## src/hw/rtl/pwoc_pkg.sv

```systemverilog
// Shared types and constants for the periodic window overlap check.
package pwoc_pkg;

	localparam int T0_W    = 48;       // start time: coarse seconds and 16-bit fine
	localparam int TC_W    = T0_W + 1; // centre and end carry one more bit
	localparam int DUR_W   = 24;
	localparam int REG_W   = 32;
	localparam int W64     = 64;
	localparam int WC_W    = TC_W + 1; // window start before the period step
	localparam int NCELL   = TC_W;     // one divider cell per dividend bit
	localparam int PADDR_W = 5;
	localparam int PDATA_W = 32;

	localparam logic [2:0] REG_FILTER_ENABLE   = 3'd0;
	localparam logic [2:0] REG_PERIOD_FINE     = 3'd1;
	localparam logic [2:0] REG_OFFSET_FINE     = 3'd2;
	localparam logic [2:0] REG_SHIFT_FINE      = 3'd3;
	localparam logic [2:0] REG_BAD_LENGTH_FINE = 3'd4;
	localparam logic [2:0] REG_DURATION_CH0    = 3'd5;
	localparam logic [2:0] REG_DURATION_CH1    = 3'd6;
	localparam logic [2:0] REG_DURATION_CH2    = 3'd7;

	localparam logic [1:0] CH0 = 2'd0;
	localparam logic [1:0] CH1 = 2'd1;
	localparam logic [1:0] CH2 = 2'd2;

	localparam logic [1:0] WIN_PREV = 2'd0;
	localparam logic [1:0] WIN_CUR  = 2'd1;
	localparam logic [1:0] WIN_NEXT = 2'd2;

	typedef struct packed {
		logic             filter_enable;
		logic [REG_W-1:0] period_fine;
		logic [REG_W-1:0] offset_fine;
		logic [REG_W-1:0] shift_fine;
		logic [REG_W-1:0] bad_length_fine;
		logic [DUR_W-1:0] duration_ch0;
		logic [DUR_W-1:0] duration_ch1;
		logic [DUR_W-1:0] duration_ch2;
	} pwoc_cfg_t;

	// word travelling down the divider chain
	typedef struct packed {
		logic [TC_W-1:0]  tc;
		logic [T0_W-1:0]  t0;
		logic [TC_W-1:0]  t1;
		logic [REG_W-1:0] rem;
	} pwoc_item_t;

endpackage

```

## src/hw/rtl/pwoc_div_cell.sv

```systemverilog
// One restoring-division cell: brings in one dividend bit and conditionally subtracts.
module pwoc_div_cell #(
	parameter int BIT_IDX = 0
) (
	input  logic                         clk,
	input  logic                         arst_n,
	input  logic                         in_valid,
	input  pwoc_pkg::pwoc_item_t         in_item,
	input  logic [pwoc_pkg::REG_W-1:0]   divisor,
	output logic                         out_valid,
	output pwoc_pkg::pwoc_item_t         out_item
);
	import pwoc_pkg::*;

	logic [REG_W:0] rem_ext;
	logic [REG_W:0] diff;
	logic           ge;
	pwoc_item_t     nxt_item;
	logic           valid_q;
	pwoc_item_t     item_q;

	always_comb begin
		rem_ext      = {in_item.rem, in_item.tc[BIT_IDX]};
		diff         = rem_ext - {1'b0, divisor};
		ge           = rem_ext >= {1'b0, divisor};
		nxt_item     = in_item;
		// after a subtract the remainder is below the divisor, so 32 bits suffice
		nxt_item.rem = ge ? diff[REG_W-1:0] : rem_ext[REG_W-1:0];
	end

	always_ff @(posedge clk or negedge arst_n) begin
		if (!arst_n) begin
			valid_q <= 1'b0;
		end else begin
			valid_q <= in_valid;
		end
	end

	always_ff @(posedge clk) begin
		item_q <= nxt_item;
	end

	assign out_valid = valid_q;
	assign out_item  = item_q;

endmodule

```

## config.mk

```make
export PLATFORM = sky130hd
export DESIGN_NAME = pwoc_div_cell
export DESIGN_NICKNAME = d
export VERILOG_FILES = /design/src/hw/rtl/pwoc_pkg.sv /design/src/hw/rtl/pwoc_div_cell.sv
export SDC_FILE = /design/constraint.sdc
export NUM_CORES = 1
export LEC_CHECK = 0
export BUFFER_PORTS_ARGS = -buffer_cell sky130_fd_sc_hd__buf_2
export CAP_MARGIN = 20
export CORE_AREA = 2 2 154 156
export CTS_CLUSTER_DIAMETER = 100
export CTS_CLUSTER_SIZE = 8
export DETAILED_ROUTE_END_ITERATION = 8
export DIE_AREA = 0 0 156 158
export PLACE_DENSITY = 0.58
export SLEW_MARGIN = 20
export SYNTH_ARGS = -nofsm -noshare
export SYNTH_HDL_FRONTEND = slang
export SYNTH_SLANG_ARGS = --single-unit
```

## constraint.sdc

```tcl
create_clock -name clk -period 0.8 [get_ports clk]
set_input_delay 0.04 -clock clk [delete_from_list [all_inputs] [get_ports clk]]
set_output_delay 0.04 -clock clk [all_outputs]
set_load 0.02 [all_outputs]
```

Word-level counts from Yosys, hierarchy flattened. Index checks and enable logic that the tools add are counted.

Flip-flop bits (word level): 179. Logic and storage cells: 8.

$add $sub $neg: 1. Order comparisons: 1. Mux-type cells: 1.

Operators by type and width (count): $ge A33 B32 Y1 (1); $mux W32 (1); $sub A32 B32 Y32 (1).

Depth between registers and ports, before layout.
Word-level depth: 2. Depth in mapped cells: 13. Gate-level depth less buffers: 12.

Worst setup path after synthesis. No wires, ideal clock.

Path kind: input to register. Start: in in_item[129] (netlist bit). End: reg item_q (netlist bit out_item[28]). Data arrival time: 2.352 ns. Setup slack: -1.673 ns. Cell stages on the path: 12. Cells stage by stage: inv_1 -> ha_1 -> inv_1 -> fa_1 -> a21o_1 -> a221oi_4 -> o2111ai_1 -> a31o_1 -> a221oi_4 -> o221ai_2 -> xor2_1 -> mux2_2.

RTL lines: start: declaration (RTL line pwoc_div_cell.sv:8) `input pwoc_pkg::pwoc_item_t in_item,`; end signal: assignment (RTL line pwoc_div_cell.sv:40) `item_q <= nxt_item;`; end: declaration (RTL line pwoc_div_cell.sv:20) `pwoc_item_t item_q;`.

==> metrics <==
met2 usage=37.4%; YS warnings=0; WP data arrival=2510 ps; Syn Area/Cell=11.0 sq um; post-layout util=56.6%; Routed WL per cell=18.7 microns; syn nets=770; Tot Pwr=0.0254 W; CP max FO=2; routed wire length=28500 microns; die area=0.0246 sq mm; hpwl dp=20200 microns; Max clock buf depth=2; Most Crowded Layer GR=met2; Avg Vias per Cell=4.23; Post-Synthesis Cells=524; DR pass1 iterations=4; Worst-path clk slew=70 ps; minimum clock period=2190 ps; Tot GR Track Use=22.0%; Tcrit/Tclk final=274%; endpoints failing setup=211; initial antenna violation count=8; Setup crit start=in_item[129]; maxcap violations=0; pwr dens=1950 mW/mm^2; Setup WS post-layout=-1390 ps; highest clock rate=456 MHz; Port Buffers=391; number of global-route vias before repair=6796; worst vdd ir=1.20 mV; Die Width=156 microns; clk root buf=clkbuf_16; Global Route met3 Usage=6.54%; initial drt markers=248; met1 usage=26.7%; multi-input logic area=0.00225 sq mm; TritonCTS Buffers=17; RSZ-0062 raised after global routing=yes; Rows=56; Rel. slew slack=71.1%; most frequent cells in the layout=buf_2, buf_6, dlygate4sd3_1; GPL Wtd Cong=0.807; nets=1463; Pleak=6.12 nW; I/O pin cnt=392; pins over their slew limit=0; status=finished, violations left; failing checks=negative setup slack; Layout fillers=1932; register area share after synthesis=62.0%; Antenna Nets Post-Route=0; CP Launch Type=input pin; total grt overflow=0; number of flops mapped to enable cells by yosys=0; CP Capture Point=out_item[24]; area growth from synthesis to layout=126%; DRC viols=0; TritonCTS clock tree=built; Worst EP required=1120 ps; fraction of registers with async set/reset=0.559%; H-Tree Depth=4; pin count of the biggest net entering global routing=23; height of the die=158 microns; Slew @ Worst Pin=428 ps; Crit Path Class=in2reg; layout cells sized above 1=62.1%; Sequential cell area=0.00381 sq mm; HP Class=in2reg; Yosys cell types=48; total number of vias=6445; register bit count reported by yosys=179; endpoint class of the critical path=flop; Synth Cell Area=0.00579 sq mm; first-pass GRT wire length=40400 microns; Initial Utilization=25.1%; Post-synth top flop=dfxtp_1; Sinks on Clock Net=179; core box area=0.0231 sq mm; most common cell after layout, fill and taps aside=buf_2; Final Hold Fails=0
==> flip-flops by register name, indices dropped and copies added (netlist names) <==
register	flops
out_item	178
out_valid	1
==> report_power, final <==
group / total [W] / internal (W) / switching (W)
sequential: 0.0102 / 0.00980 / 0.000392
combinational: 0.00700 / 0.00381 / 0.00319
clock: 0.00820 / 0.00416 / 0.00405
==> final cells by class <==
cell class | count | area share [%]
multi-input combinational | 284 | 17.2
tap | 290 | 2.78
clock inverter | 14 | 1.07
timing repair buffer | 689 | 44.8
inverter | 46 | 1.59
antenna | 4 | 0.0767
sequential | 179 | 29.2
clock buffer | 18 | 3.29
==> per-stage QoR <==
step	setup slack [ps]	setup TNS (ps)	instance area, sq um	hold WS [ps]	std cells
2_1_floorplan	-1640	-34500	6090	-256	524
3_3_place_gp	-1890	-49650	9120	-165	1302
3_5_place_dp	-1940	-49500	9120	-164	1302
4_1_cts	-1370	-55640	12900	7.94	1516
5_1_grt	-1520	-62330	13100	31.6	1521
6_report	-1390	-52530	13100	25.0	1524
==> critical path, stage by stage <==
cell and delay, ps:
buf_12 110, inv_12 40, ha_4 130, inv_2 30
fa_2 350, a21o_1 220, a221oi_4 290, o2111ai_2 140
a31o_1 250, a221oi_4 340, buf_4 170, buf_6 90
o21bai_1 70, xnor2_1 140, o21ai_1 70
==> metal layers <==
layer	up-vias	routed length [microns]
li1	3176	-
met1	3001	12000
met2	214	13900
met3	46	1780
met4	8	791
met5	-	49
==> Yosys cell counts, types with 2 or more instances <==
cell / n / share of area [%]
nor2_1: 17 / 1.1
o21a_1: 8 / 1.0
mux2_2: 4 / 0.78
o22ai_1: 2 / 0.22
dfxtp_1: 178 / 62
clkbuf_1: 12 / 0.78
inv_1: 46 / 3.0
o211a_1: 2 / 0.35
o31ai_1: 4 / 0.52
o211ai_1: 5 / 0.65
nand2_1: 46 / 3.0
buf_4: 2 / 0.26
nand4_1: 8 / 0.86
o2111ai_1: 3 / 0.45
nand2b_1: 5 / 0.54
xor2_1: 13 / 2.0
o21ai_0: 30 / 2.6
a21o_1: 7 / 0.91
o21ai_1: 8 / 0.69
ha_1: 32 / 6.9
a41oi_1: 3 / 0.45
xnor2_1: 13 / 2.0
a21oi_1: 30 / 2.6
a31oi_1: 4 / 0.43
a211oi_1: 4 / 0.52
nor3_1: 5 / 0.43
o21bai_1: 5 / 0.65
or3_1: 2 / 0.22
a221oi_4: 2 / 0.91
nand3_1: 5 / 0.43
and3_1: 2 / 0.22
==> worst min-delay path by stage <==
stage	from	endpoint	slack [ps]	depth (start not counted)
2_1_floorplan	arst_n	out_valid	-260	0
3_3_place_gp	arst_n	out_valid	-160	1
3_5_place_dp	arst_n	out_valid	-160	1
4_1_cts	in_item[28]	out_item[29]	8	4
5_1_grt	in_item[28]	out_item[29]	30	4
6_report	in_item[28]	out_item[29]	20	4
==> repair_timing <==
item                       CTS  global route
resized for setup          550            12
setup endpoints to repair  211           211
hold endpoints to repair   179             0
hold buffers               179             0
pin swaps                   17             8
buffers inserted             4             3
gates cloned                 0             2
==> cells by family after synthesis <==
group,after synthesis,synth area share (%)
flops,179,62.0
compound gates,123,14.0
simple gates,97,7.70
buf+inv,61,4.11
fa+ha+maj,33,7.26
xor+xnor,26,3.93
mux,5,0.973
No activity file was read; power rests on OpenSTA's default activity.
