`src/hw/rtl/pwoc_pkg.sv`:
```
// Shared types and constants for the periodic window overlap check.
package pwoc_pkg;

	localparam int T0_W    = 48;       // start time: coarse seconds and 16-bit fine
	localparam int TC_W    = T0_W + 1; // centre and end carry one more bit
	localparam int DUR_W   = 24;
	localparam int REG_W   = 32;
	localparam int W64     = 64;
	localparam int WC_W    = TC_W + 1; // window start before the period step
	localparam int NCELL   = TC_W;     // one divider cell per dividend bit
	localparam int PADDR_W = 5;
	localparam int PDATA_W = 32;

	localparam logic [2:0] REG_FILTER_ENABLE   = 3'd0;
	localparam logic [2:0] REG_PERIOD_FINE     = 3'd1;
	localparam logic [2:0] REG_OFFSET_FINE     = 3'd2;
	localparam logic [2:0] REG_SHIFT_FINE      = 3'd3;
	localparam logic [2:0] REG_BAD_LENGTH_FINE = 3'd4;
	localparam logic [2:0] REG_DURATION_CH0    = 3'd5;
	localparam logic [2:0] REG_DURATION_CH1    = 3'd6;
	localparam logic [2:0] REG_DURATION_CH2    = 3'd7;

	localparam logic [1:0] CH0 = 2'd0;
	localparam logic [1:0] CH1 = 2'd1;
	localparam logic [1:0] CH2 = 2'd2;

	localparam logic [1:0] WIN_PREV = 2'd0;
	localparam logic [1:0] WIN_CUR  = 2'd1;
	localparam logic [1:0] WIN_NEXT = 2'd2;

	typedef struct packed {
		logic             filter_enable;
		logic [REG_W-1:0] period_fine;
		logic [REG_W-1:0] offset_fine;
		logic [REG_W-1:0] shift_fine;
		logic [REG_W-1:0] bad_length_fine;
		logic [DUR_W-1:0] duration_ch0;
		logic [DUR_W-1:0] duration_ch1;
		logic [DUR_W-1:0] duration_ch2;
	} pwoc_cfg_t;

	// word travelling down the divider chain
	typedef struct packed {
		logic [TC_W-1:0]  tc;
		logic [T0_W-1:0]  t0;
		logic [TC_W-1:0]  t1;
		logic [REG_W-1:0] rem;
	} pwoc_item_t;

endpackage

```
`src/hw/rtl/pwoc_window.sv`:
```
// One interference window: places it one period before, at or after the base and tests overlap.
module pwoc_window (
	input  logic                         clk,
	input  logic [1:0]                   win_sel,
	input  logic [pwoc_pkg::WC_W-1:0]    w0c,
	input  logic [pwoc_pkg::REG_W-1:0]   period,
	input  logic [pwoc_pkg::REG_W-1:0]   bad_length,
	input  logic [pwoc_pkg::T0_W-1:0]    t0,
	input  logic [pwoc_pkg::TC_W-1:0]    t1,
	output logic                         hit
);
	import pwoc_pkg::*;

	logic [W64-1:0] base64;
	logic [W64-1:0] step64;
	logic [W64-1:0] w0_nxt;
	logic [W64-1:0] w0_s1;
	logic [W64-1:0] w0_s2;
	logic [W64-1:0] w1_s2;
	logic [W64-1:0] a0;
	logic [W64-1:0] a1;

	always_comb begin
		base64 = {{(W64-WC_W){1'b0}}, w0c};
		step64 = {{(W64-REG_W){1'b0}}, period};
		case (win_sel)
			WIN_PREV: w0_nxt = base64 - step64; // wraps below zero as 64-bit
			WIN_NEXT: w0_nxt = base64 + step64;
			default:  w0_nxt = base64;
		endcase
	end

	always_ff @(posedge clk) begin
		w0_s1 <= w0_nxt;
		w0_s2 <= w0_s1;
		w1_s2 <= w0_s1 + {{(W64-REG_W){1'b0}}, bad_length};
	end

	assign a0 = {{(W64-T0_W){1'b0}}, t0};
	assign a1 = {{(W64-TC_W){1'b0}}, t1};

	assign hit = ((w0_s2 < a0) && (a0 < w1_s2))
		|| ((w0_s2 < a1) && (a1 < w1_s2))
		|| ((a0 < w0_s2) && (w1_s2 < a1))
		|| ((w0_s2 < a0) && (a1 < w1_s2));

endmodule
```
`config.mk`:
```
export PLATFORM = sky130hd
export DESIGN_NAME = pwoc_window
export DESIGN_NICKNAME = d
export VERILOG_FILES = /design/src/hw/rtl/pwoc_pkg.sv /design/src/hw/rtl/pwoc_window.sv
export SDC_FILE = /design/constraint.sdc
export NUM_CORES = 1
export LEC_CHECK = 0
export BUFFER_PORTS_ARGS = -buffer_cell sky130_fd_sc_hd__buf_2
export CORE_ASPECT_RATIO = 2
export CORE_MARGIN = 2
export CORE_UTILIZATION = 45
export CTS_CLUSTER_SIZE = 24
export DETAILED_ROUTE_END_ITERATION = 16
export PLACE_DENSITY = 0.66
export SETUP_SLACK_MARGIN = 0.4
export SYNTH_ARGS = -nofsm -noshare
export SYNTH_HDL_FRONTEND = slang
export SYNTH_SLANG_ARGS = --single-unit
```
`constraint.sdc`:
```
create_clock -name clk -period 3.6 [get_ports clk]
set_input_delay 0 -clock clk [delete_from_list [all_inputs] [get_ports clk]]
set_output_delay 0 -clock clk [all_outputs]
set_load 0.02 [all_outputs]
```
==> After elaboration in Yosys (flattened, before gate mapping) <==
Cells that the tools add are included.
{ "word_totals": {"ff_bits": 192, "input_bits": 214, "wordCells": 22} }
{ "classes": {"n_addsub": 3, "n_lt_le_gt_ge": 6, "n_eq_ne": 1, "muxes": 1, "reduce_logical": 8} }
{ "ops": {"columns": ["op", "n"], "rows": [
  ["$lt A48 B64 Y1", 2],
  ["$lt A64 B49 Y1", 2],
  ["$pmux W64 S2", 1],
  ["$add A64 B32 Y64", 1],
  ["$lt A49 B64 Y1", 1],
  ["$lt A64 B48 Y1", 1],
  ["$add A50 B32 Y51", 1],
  ["$sub A50 B32 Y51", 1],
  ["$logic_and A1 B1 Y1", 4],
  ["$logic_or A1 B1 Y1", 3],
  ["$eq A2 B2 Y1 const B", 1],
  ["$logic_not A2 Y1", 1]
]} }

==> Depth between registers and ports, before layout <==
{ "depth": {"ltp_word": 5, "depth_mapped": 13, "ltp_nobuf": 13} }

==> Worst setup path after synthesis <==
Ideal clock, no wire load.
{ "synth_timing": {"kind": "register to register", "start": "register w0_s1[4]", "end": "register w1_s2[51]", "t_arrival_ns": 2.765, "required_ns": 3.439, "path_slack_ns": 0.674, "stages_incl_launch_ff": 11, "n_path_buf": 0, "period_less_slack_ns": 2.926, "path_cell_list": "dfxtp_1 ha_1 a21o_1 a31oi_1 a32oi_1 a2111o_1 a211oi_1 o21bai_1 a21oi_1 nor4_1 xor2_1"} }
{ "synth_between": {"elab_chain_cells": 1} }
{ "synth_rtl": {"columns": ["item", "line", "text"], "rows": [
  ["start, declared", "pwoc_window.sv:17", "logic [W64-1:0] w0_s1;"],
  ["start signal, assigned", "pwoc_window.sv:34", "w0_s1 <= w0_nxt;"],
  ["$add A64 B32 Y64", "pwoc_window.sv:36", "w1_s2 <= w0_s1 + {{(W64-REG_W){1'b0}}, bad_length};"],
  ["end signal, assigned", "pwoc_window.sv:36", null],
  ["end, declared", "pwoc_window.sv:19", "logic [W64-1:0] w1_s2;"]
]} }
Every way passes these cells.

==> Final worst setup path <==
{ "layout_timing": {"start": "register w0_s2[48]", "end": "output hit"} }
{ "layout_between": {"elab_chain_cells": 5, "word_cells_on_any_way": 10, "classes_between": "3 x order compare; 7 x reduce/logical"} }
{ "layout_rtl": {"columns": ["item", "line", "text"], "rows": [
  ["start, declared", "pwoc_window.sv:18", "logic [W64-1:0] w0_s2;"],
  ["start signal, assigned", "pwoc_window.sv:35", "w0_s2 <= w0_s1;"],
  ["$lt A64 B48 Y1 / $lt A64 B49 Y1 (equally long branches)", "pwoc_window.sv:42, pwoc_window.sv:45, pwoc_window.sv:43", null],
  ["$logic_and A1 B1 Y1, on equally long branches", "pwoc_window.sv:42, pwoc_window.sv:43", null],
  ["$logic_or A1 B1 Y1", "pwoc_window.sv:43", "|| ((w0_s2 < a1) && (a1 < w1_s2))"],
  ["$logic_or A1 B1 Y1", "pwoc_window.sv:44", "|| ((a0 < w0_s2) && (w1_s2 < a1))"],
  ["$logic_or A1 B1 Y1 *", "pwoc_window.sv:45", "|| ((w0_s2 < a0) && (a1 < w1_s2));"],
  ["end, declared", "pwoc_window.sv:10", "output logic hit"]
]} }
Mark *: on every way between the ends. The rest lies on a longest branch, timed or not.

==> metrics.txt <==
# TYPE chip_impl_metric gauge
chip_impl_info{name="run_status",value="completed"} 1
chip_impl_info{name="yosysTopAreaCell",value="ha_1"} 1
chip_impl_metric{name="synth_top_area_share",unit=""} 0.246
chip_impl_metric{name="multi_input_comb_area",unit="um^2"} 10400
chip_impl_metric{name="ys_seq_area_frac",unit=""} 0.229
chip_impl_info{name="worst_setup_path_category",value="reg -> out"} 1
chip_impl_metric{name="cp_data_arrival_time",unit="ns"} 3.10
chip_impl_metric{name="cts_inserted_buffers",unit=""} 17
chip_impl_metric{name="syn-num-nets",unit=""} 2296
chip_impl_metric{name="globalplace.congestion",unit=""} 1.00
chip_impl_metric{name="placement.cell_area",unit="um^2"} 16300
chip_impl_info{name="cell_breakdown_of_the_critical_path",value="ha_1, nand4_1, nor3_1, nor3b_1, a21oi_1, or3b_4, o211a_1, clkbuf_4"} 1
chip_impl_metric{name="initial_core_util",unit=""} 0.457
chip_impl_metric{name="area_growth_syn_to_layout",unit="%"} 21.4
chip_impl_metric{name="worst-slew-pin-transition",unit="ns"} 0.790
chip_impl_metric{name="grt_antenna_before_repair",unit=""} 4
chip_impl_info{name="timing.critical_path.slowest_stage_cell",value="nor3_1"} 1
chip_impl_metric{name="syn-instance-count",unit=""} 1791
chip_impl_metric{name="power.static_leakage",unit="uW"} 0.00894
chip_impl_metric{name="power_per_cell_area",unit="nW/um^2"} 424
chip_impl_metric{name="worst_r2r_path_depth",unit=""} 11
chip_impl_metric{name="dp.final_hpwl",unit="um"} 43100
chip_impl_info{name="tritoncts",value="done"} 1
chip_impl_metric{name="finalMaxSlewViolations",unit=""} 0
chip_impl_metric{name="ios",unit=""} 215
chip_impl_metric{name="synthesis.area_per_instance",unit="um^2"} 8.19
chip_impl_metric{name="fin_hold_ws",unit="ns"} 0.0255
chip_impl_metric{name="first_global_vias",unit=""} 15000
chip_impl_metric{name="grt_first_pass_wirelength",unit="um"} 77000
chip_impl_info{name="end_kind",value="output port"} 1
chip_impl_metric{name="vdd.ir_drop.worst",unit="uV"} 417
chip_impl_metric{name="path_buf_inv",unit=""} 1
chip_impl_metric{name="largest_net_degree_at_the_start_of_global_routing",unit=""} 54
chip_impl_info{name="launch_point_of_the_worst_path",value="w0_s2[48]$_DFF_P_"} 1
chip_impl_metric{name="layout.area.seq",unit="um^2"} 3360
chip_impl_info{name="clock_tree.root_cell",value="clkbuf_16"} 1
chip_impl_metric{name="clock_skew",unit="ns"} 0.0220
chip_impl_metric{name="clkSinkCount",unit=""} 168
chip_impl_metric{name="cts_max_path_buffers",unit=""} 2
chip_impl_metric{name="max-cap-violations",unit=""} 0
chip_impl_metric{name="buffer_ports.inserted",unit=""} 214
chip_impl_metric{name="die_height",unit="um"} 259
chip_impl_metric{name="hold_violations",unit=""} 0
chip_impl_metric{name="core.rowCount",unit=""} 93
chip_impl_metric{name="cp_num_cells",unit=""} 8
chip_impl_info{name="min_path_type",value="in -> reg"} 1
chip_impl_metric{name="reg2reg_setup_slack",unit="ns"} 0.54
chip_impl_metric{name="fin_crit",unit="ns"} 3.10
chip_impl_info{name="reg2reg_from",value="w0_s1[4]$_DFF_P_"} 1
chip_impl_metric{name="detailedRoute.firstIterationViolations",unit=""} 800
chip_impl_info{name="gate_family_responsible_for_the_most_delay_along_the_worst_path",value="simple AND/OR/NAND/NOR gates"} 1
chip_impl_metric{name="num_vias",unit=""} 14500
chip_impl_info{name="synth_top_cells_by_area",value="ha_1, dfxtp_1, inv_1, a21oi_1, a21o_1"} 1
chip_impl_metric{name="setup_violating_endpoint_count_in_the_final_report",unit=""} 0
chip_impl_metric{name="clock_latency",unit="ns"} 0.46
chip_impl_metric{name="floorplan.die.width",unit="um"} 132
chip_impl_metric{name="finalSetupTns",unit="ns"} 0
chip_impl_metric{name="synth_cell_type_count",unit=""} 74
chip_impl_metric{name="fmax",unit="MHz"} 323
chip_impl_metric{name="ys_warn_count",unit=""} 0
chip_impl_metric{name="timing.critical_path.slowest_cell_delay",unit="ns"} 0.59
chip_impl_metric{name="routed_wl",unit="um"} 50900
chip_impl_info{name="crit_path_end",value="hit"} 1
chip_impl_metric{name="post_layout_nonfiller_instances",unit=""} 2516
chip_impl_metric{name="final_area",unit="um^2"} 17800
chip_impl_info{name="timing.rr.end",value="w1_s2[45]$_DFF_P_"} 1
chip_impl_metric{name="cp_max_fo",unit=""} 2
chip_impl_metric{name="syn-cell-area",unit="um^2"} 14700
chip_impl_metric{name="n_fill_cell",unit=""} 3049
chip_impl_metric{name="fraction_of_layout_instances_using_a_drive_strength_above_1",unit=""} 0.163
chip_impl_metric{name="antenna_violating_nets_post_route",unit=""} 0
chip_impl_metric{name="drt-pass1-iter-count",unit=""} 7
chip_impl_metric{name="clock_tree.htree_level_count",unit=""} 4
chip_impl_metric{name="synth-seq-cells",unit=""} 168
chip_impl_metric{name="grt_remaining_overflow",unit=""} 0
chip_impl_metric{name="drt-vias-per-instance",unit=""} 5.77
chip_impl_metric{name="critPathRequiredTime",unit="ns"} 3.60
chip_impl_info{name="hp-start",value="bad_length[29]"} 1
chip_impl_info{name="rsz0062_at_grt",value="yes"} 1
chip_impl_metric{name="async_flop_share",unit=""} 0
chip_impl_metric{name="core_area",unit="um^2"} 32100
chip_impl_metric{name="number_of_flops_mapped_to_enable_cells_by_yosys",unit=""} 0
chip_impl_info{name="worst_setup_path_start_kind",value="register"} 1
chip_impl_metric{name="antenna_cells",unit=""} 0
chip_impl_metric{name="gr-usage-all-layers",unit=""} 0.293
chip_impl_metric{name="period_share",unit=""} 0.860
chip_impl_metric{name="route.detailed.drc",unit=""} 0
chip_impl_metric{name="wl_per_cell",unit="um"} 20.2
chip_impl_metric{name="number_of_nets_in_the_layout",unit=""} 2581
chip_impl_metric{name="die_area",unit="um^2"} 34200
chip_impl_info{name="ys.flop_type",value="dfxtp_1"} 1
chip_impl_metric{name="slew_headroom",unit=""} 0.467
chip_impl_metric{name="clkTransAtPathRegs",unit="ns"} 0.07
chip_impl_metric{name="placed_cells",unit=""} 2415
tightest hold or removal path, cell delays in order:
cell and delay, ns:
buf_2 0.09, ha_1 0.23, xor2_1 0.10
metal layers:
layer  vias up  track usage  wire length [um]
met1      6690        0.234             15400
met3       244       0.0451              2020
li1       7036            -                 -
met2       530        0.597             28300
met5         -            0                48
met4         8        0.256              5090
repair_timing:
item,CTS,global route
pin swaps,1,8
endpoints found under the hold margin,63,0
setup endpoints to repair,2,34
setup buffers,1,2
hold buffers,66,0
resized for setup,7,31
stage by stage:
stage	total power [uW]	utilization	setup WS [ns]
2_1_floorplan	4380	-	0.674
6_report	7550	0.555	0.502
3_3_place_gp	5330	0.508	0.000376
3_5_place_dp	5420	0.508	-0.0979
5_1_grt	8020	0.555	0.373
4_1_cts	7510	0.551	0.378
registers in the layout, indices dropped and copies added, names as in the netlist:
| register | cells |
|---|---|
| w0_s1 | 52 |
| w1_s2 | 64 |
| w0_s2 | 52 |
placed cells by master, fill, tap and decap left out, drive strengths merged, types with 7 or more instances in the layout:
cell	netlist	layout
and3	15	15
or2	8	8
nor4	29	29
nand2	99	99
a31oi	16	16
a21o	78	78
a211o	10	10
o211ai	18	18
buf	3	249
o2111ai	7	7
a2111oi	11	11
o31ai	16	16
inv	220	226
nand2b	13	13
nor3b	8	8
a211oi	19	19
o21a	9	9
ha	288	288
xor2	37	37
o21ai	98	98
nand4	51	51
dlygate4sd3	0	66
xnor2	61	61
clkbuf	47	19
dfxtp	168	168
or4	9	9
o31a	8	8
nor2b	29	29
a21oi	161	161
mux2	13	13
o21bai	14	14
o22ai	10	10
nand3	26	26
nor3	28	28
nor2	85	85
report_power, final:
group,switching (uW),internal [uW]
registers,206,2190
logic,1820,1340
clock network,804,1200
worst min path at each step:
stage / end / slack, ns / cells after the start
global placement: w0_s1[44]$_DFF_P_ / 0.22 / 2
CTS: w1_s2[9]$_DFF_P_ / 0.01 / 3
detailed placement: w0_s1[44]$_DFF_P_ / 0.22 / 2
global route: w1_s2[12]$_DFF_P_ / 0.04 / 3
finish: w1_s2[29]$_DFF_P_ / 0.03 / 3
floorplan: w0_s1[62]$_DFF_P_ / 0.07 / 1
kinds of logic after synthesis:
kind of cell / after synthesis / synth area share
fa+ha+maj: 291 / 0.250
mux: 18 / 0.0134
compound gates: 520 / 0.229
buf+inv: 271 / 0.0702
xor+xnor: 98 / 0.0585
simple gates: 425 / 0.150
flops: 168 / 0.229
final cells by class:
type / count / share of cell area
multi-input cells: 1352 / 0.586
flip-flops and latches: 168 / 0.189
repair buffers: 316 / 0.113
inverters: 221 / 0.0466
well taps: 427 / 0.0300
clock buffers: 18 / 0.0247
clock inverters: 14 / 0.0117
cells in the mapped netlist, types with 6 or more instances:
cell type  instances
nor3_1            28
dfxtp_1          168
and3_1            15
inv_1            219
ha_1             288
o21a_1             9
o21bai_1          14
a21o_1            78
and4_1             6
nor2_1            85
nor3b_1            8
nand3_1           26
nand4_1           51
or4_1              6
a2111oi_0         10
nor2b_1           29
a211oi_1          19
a211o_1           10
clkbuf_1          46
nor4_1            29
o31ai_1           16
xor2_1            37
o21ai_1           16
mux2_2            13
nand2b_1          13
a21oi_1          161
nand2_1           99
o211ai_1          18
or2_2              7
o31a_1             8
o22ai_1           10
xnor2_1           61
o2111ai_1          7
a31oi_1           16
o21ai_0           82
(Power assumes the default switching activity.)
